`src/sv/tcw_pkg.sv`:
```
package tcw_pkg;

   // Screen geometry defaults
   localparam int COLS_DEFAULT = 80;
   localparam int ROWS_DEFAULT = 25;

   // Fixed field widths
   localparam int REQ_TYPE_W  = 2;
   localparam int BYTE_W      = 8;
   localparam int OUT_COL_W   = 7;
   localparam int OUT_ROW_W   = 5;
   localparam int OUT_OFS_W   = 11;
   localparam int CELL_W      = 16;
   localparam int COLOR_W     = 4;
   localparam int CSR_IDX_W   = 1;
   localparam int CSR_DATA_W  = 4;

   // Character codes
   localparam logic [BYTE_W-1:0] CH_NEWLINE   = 8'h0A;
   localparam logic [BYTE_W-1:0] CH_BACKSPACE = 8'h08;
   localparam logic [BYTE_W-1:0] CH_RETURN    = 8'h0D;
   localparam logic [BYTE_W-1:0] CH_SPACE     = 8'h20;
   localparam logic [BYTE_W-1:0] CH_PRINT_LO  = 8'h20;
   localparam logic [BYTE_W-1:0] CH_PRINT_HI  = 8'h7F;

   // Blank light grey cell that the screen holds after reset
   localparam logic [CELL_W-1:0]  RESET_CELL = 16'h0720;
   localparam logic [COLOR_W-1:0] FG_RESET   = 4'h7;
   localparam logic [COLOR_W-1:0] BG_RESET   = 4'h0;

   typedef enum logic [REQ_TYPE_W-1:0] {
      REQ_PUT_CHAR = 2'd0,
      REQ_SET_POS  = 2'd1,
      REQ_CLEAR    = 2'd2,
      REQ_READ     = 2'd3
   } req_kind_type;

   typedef enum logic [CSR_IDX_W-1:0] {
      CSR_FG_COLOR = 1'b0,
      CSR_BG_COLOR = 1'b1
   } csr_index_type;

   // Decoded operation of the held request
   typedef enum logic [2:0] {
      OP_NEWLINE,
      OP_BACKSPACE,
      OP_RETURN,
      OP_PRINT,
      OP_BAD_CHAR,
      OP_SET_POS,
      OP_CLEAR,
      OP_READ
   } op_type;

   typedef enum logic [2:0] {
      ST_INIT,
      ST_IDLE,
      ST_EXEC,
      ST_CLEAR,
      ST_COPY,
      ST_BLANK,
      ST_DONE
   } state_type;

   typedef struct packed {
      logic latch;
      logic exec;
      logic fill_rst;
      logic fill_clr;
      logic copy;
      logic blank;
      logic emit;
   } cmd_type;

   typedef struct packed {
      op_type op;
      logic   scroll_need;
      logic   fill_last;
      logic   copy_done;
      logic   out_free;
   } status_type;

endpackage

```
`src/sv/tcw_ctrl.sv`:
```
module tcw_ctrl import tcw_pkg::*; (
   input  logic       clock,
   input  logic       reset,
   input  logic       req_valid,
   output logic       req_ready,
   input  status_type sts,
   output cmd_type    cmd
);

   state_type state_ff;
   state_type state_in;

   // State register
   always_ff @(posedge clock) begin
      if (reset) begin
         state_ff <= ST_INIT;
      end else begin
         state_ff <= state_in;
      end
   end

   // Sequence each request through the datapath
   always_comb begin
      state_in  = state_ff;
      cmd       = '0;
      req_ready = 1'b0;
      unique case (state_ff)
         ST_INIT: begin
            cmd.fill_rst = 1'b1;
            if (sts.fill_last) state_in = ST_IDLE;
         end
         ST_IDLE: begin
            req_ready = 1'b1;
            if (req_valid) begin
               cmd.latch = 1'b1;
               state_in  = ST_EXEC;
            end
         end
         ST_EXEC: begin
            cmd.exec = 1'b1;
            if (sts.op == OP_CLEAR) begin
               state_in = ST_CLEAR;
            end else if (sts.scroll_need) begin
               state_in = ST_COPY;
            end else begin
               state_in = ST_DONE;
            end
         end
         ST_CLEAR: begin
            cmd.fill_clr = 1'b1;
            if (sts.fill_last) state_in = ST_DONE;
         end
         ST_COPY: begin
            cmd.copy = 1'b1;
            if (sts.copy_done) state_in = ST_BLANK;
         end
         ST_BLANK: begin
            cmd.blank = 1'b1;
            if (sts.fill_last) state_in = ST_DONE;
         end
         ST_DONE: begin
            if (sts.out_free) begin
               cmd.emit = 1'b1;
               state_in = ST_IDLE;
            end
         end
         default: begin
            state_in = ST_INIT;
         end
      endcase
   end

endmodule

```
`config.mk`:
```
export PLATFORM = sky130hd
export DESIGN_NAME = tcw_ctrl
export DESIGN_NICKNAME = d
export VERILOG_FILES = /design/src/sv/tcw_pkg.sv /design/src/sv/tcw_ctrl.sv
export SDC_FILE = /design/constraint.sdc
export NUM_CORES = 1
export LEC_CHECK = 0
export ABC_CLOCK_PERIOD_IN_PS = 1430
export CAP_MARGIN = 20
export CORE_AREA = 10 10 47 49
export DETAILED_ROUTE_END_ITERATION = 8
export DIE_AREA = 0 0 57 59
export DONT_BUFFER_PORTS = 1
export SYNTH_ARGS = -nofsm -noshare
export SYNTH_HDL_FRONTEND = slang
export SYNTH_SLANG_ARGS = --single-unit
```
`constraint.sdc`:
```
create_clock -name clock -period 1.43 [get_ports clock]
set_clock_uncertainty 0.15 [all_clocks]
set_input_delay 0.143 -clock clock [delete_from_list [all_inputs] [get_ports clock]]
set_output_delay 0.143 -clock clock [all_outputs]
set_load 0.03 [all_outputs]
```
==> flow_summary.yaml <==
outcome:
  outcome: "finished, violations left"
  violations: "negative setup slack"
min_path:
  holdPathEnd: "state_ff[2]$_SDFFE_PP0P_"
  hold_class: "in -> reg"
  hold_depth: 4
  hold_path.startpoint: "req_valid"
final_layout:
  layout_commonest_cell: "buf_4"
  multi_input_area_um2: 282
  layout_common_cells: "12 x buf_4, 7 x buf_6, 4 x nor2_1, 3 x nand2_1, 3 x clkbuf_4"
  layout-drive-gt1-share_pct: 62.3
  nNetsFinal: 72
  antenna_cells: 0
  area_delta_synth_final_pct: 78.1
  fin_cells: 77
  postLayoutCellArea_um2: 591
  seq_area_um2: 68.8
  regMostFlops: "state_ff"
  largest_reg_flops: 3
  biggestRegsByFlops: "state_ff: 3 flops"
  num-fill-cells: 146
setup_path:
  r2r_start: "state_ff[1]$_SDFFE_PP0P_"
  reg2reg_depth: 5
  end_kind: "output pin"
  reg2reg_slack_ns: -0.05
  cp_num_buf_inv: 2
  path_cells: "buf_4, nor3b_4, buf_4, and2_4"
  slowest_stage: "dfxtp_2"
  cp.required_ns: 1.14
  crit_path_frequent_cell: "buf_4"
  critical_path_arrival_ns: 1.20
  path_class: "reg -> out"
  start_kind: "flop"
  critPathMaxStageDelay_ns: 0.33
  critPathTopFamily: "simple AND/OR/NAND/NOR gates"
  crit_path_max_fanout: 3
  reg2reg_to: "state_ff[1]$_SDFFE_PP0P_"
global_routing:
  antenna_found_initial: 0
  grt_pass1_wl_um: 1810
  grt_pass1_vias: 400
  grt.total_usage_pct: 6.88
  grt_max_degree: 9
  grt-ovfl-total: 0
placement:
  portBuffers: 0
  placed_area_um2: 442
  dp_hpwl_um: 794
  dp.cells: 69
  routabilityCongestion: 0.780
sta:
  timing.final.crit_share_pct: 104
  setup_ws_ns: -0.0590
  rsz0062_at_grt: "true"
  finalCriticalPeriod_ns: 1.49
  tns_ns: -0.158
  worst_pin_slew_ns: 0.292
  finalHoldViolations: 0
  fmaxAchievable_ghz: 0.672
  final_max_slew_viol_count: 0
  setup-violations-final: 5
  relSlewSlack_pct: 80.5
die:
  num_rows: 14
  pin_count: 18
  core_area_um2: 1400
  die_x_um: 57
  initial_core_util_pct: 23.7
  fp.dieArea_um2: 3360
  die_h_um: 59
clock_tree:
  cts_max_level: 1
  clkLatencyLatePin_ns: 0.24
  clk_path_buf_depth: 2
  cts.clk_slew.worst_paths_ns: 0.04
  clock-sinks: 3
  cts_tree: "yes"
  root_buffer: "clkbuf_4"
  cts_buffers: 3
synthesis:
  synth_seq_cells: 3
  ys_seq_area_share_pct: 18.1
  avgSynthCellArea_um2: 8.29
  syn_area_um2: 332
  synth.net_count: 50
  yosysWarnings: 0
  synthCells: 40
  synthDistinctLibCells: 27
pwr:
  ir_worst_vdd_uv: 647
  p_leak_nw: 0.242
  p_per_area_nw_per_um2: 1900
detailed_routing:
  route.vias.total: 377
  antenna_left: 0
  drc: 0
  wl_per_cell_um: 14.2
  drt_wl_total_um: 1100
  viasPerCell: 4.90
  drt_first_iter_violations: 6
  drt_pass1_iterations: 2
flow_run:
  cap_viol_max_count: 0
## power by group
group	internal [W]	leakage [nW]	total, W	switching (W)
Combinational	0.000408	0.201	0.000801	0.000393
Clock	0.000105	0.0150	0.000156	0.0000511
Sequential	0.000123	0.0264	0.000167	0.0000438
Total	0.000636	0.242	0.00112	0.000488
## worst register-to-register path: cells and delay by family (launching register included)
family	cells	cell delay, ns
multiplexers	1	0.23
AND/OR/NAND/NOR	1	0.19
buffers and inverters	1	0.12
AO/OA/AOI/OAI	2	0.34
flip-flops	1	0.35
## worst max-delay path by stage
stage,end,cells past startpoint,from,slack (ns)
finish,cmd[6],4,state_ff[1]$_SDFFE_PP0P_,-0.06
floorplan,state_ff[1]$_SDFFE_PP0P_,5,state_ff[0]$_SDFFE_PP0P_,-0.13
global placement,state_ff[1]$_SDFFE_PP0P_,4,state_ff[2]$_SDFFE_PP0P_,-0.02
global route,state_ff[1]$_SDFFE_PP0P_,5,state_ff[1]$_SDFFE_PP0P_,-0.11
CTS,cmd[6],4,state_ff[1]$_SDFFE_PP0P_,-0.05
detailed placement,state_ff[1]$_SDFFE_PP0P_,5,state_ff[1]$_SDFFE_PP0P_,-0.04
## through the flow
stage          worst slack (ns)  utilization [%]  hold slack (ns)  total power, W
4_1_cts                 -0.0512             40.6           0.0636         0.00109
5_1_grt                  -0.107             42.1            0.121         0.00120
6_report                -0.0590             42.1            0.114         0.00112
3_3_place_gp            -0.0206             31.5           0.0653        0.000764
3_5_place_dp            -0.0354             31.5           0.0713        0.000774
2_1_floorplan            -0.129                -           0.0621        0.000593
## per-layer routing
layer	GRT usage (%)	part of all wire, %
met2	10.4	50
met1	7.16	40
met5	0	0
met3	3.00	8.1
met4	6.04	1.7
## synthesized netlist by cell type, drive strengths merged
cell     number  area share, %
a21bo         1            3.0
mux2          1            3.4
a211o         1            2.6
dfxtp         3             18
o21ba         1            3.0
o21ai         1            1.5
and4          1            2.6
nand2b        2            3.8
a21oi         1            1.5
mux2i         1            3.0
a32oi         1            4.9
nand2         3            3.4
nand4         1            1.9
nor3          1            1.5
nand4b        1            2.6
nor2          6            6.8
xnor2         1            2.6
nand3b        2            4.5
inv           3            3.4
and2          1            1.9
nand3         1            1.5
a2bb2oi       1            4.5
nor3b         1            5.7
a21boi        1            2.3
buf           3            9.8
## cells by family after synthesis
family / synth area share, %
XOR/XNOR: 2.64
AND/OR/NAND/NOR: 36.2
buffers and inverters: 13.2
multiplexers: 6.41
flip-flops: 18.1
AO/OA/AOI/OAI: 23.4
## layout make-up
| cell class | count | share of cell area, % |
|---|---|---|
| multi-input cells | 31 | 47.7 |
| repair buffers | 20 | 30.3 |
| flip-flops and latches | 3 | 11.7 |
| clock buffers | 4 | 4.45 |
| well taps | 16 | 3.39 |
| inverters | 3 | 2.54 |
## what timing repair did
action | CTS | global route
gates resized for setup | 19 | 6
endpoints found under the hold margin | 3 | 0
pin swaps | 3 | 5
hold buffers | 1 | 0
endpoints found under the setup margin | 9 | 11
buffers inserted | 2 | 2
(Power assumes the default switching activity.)
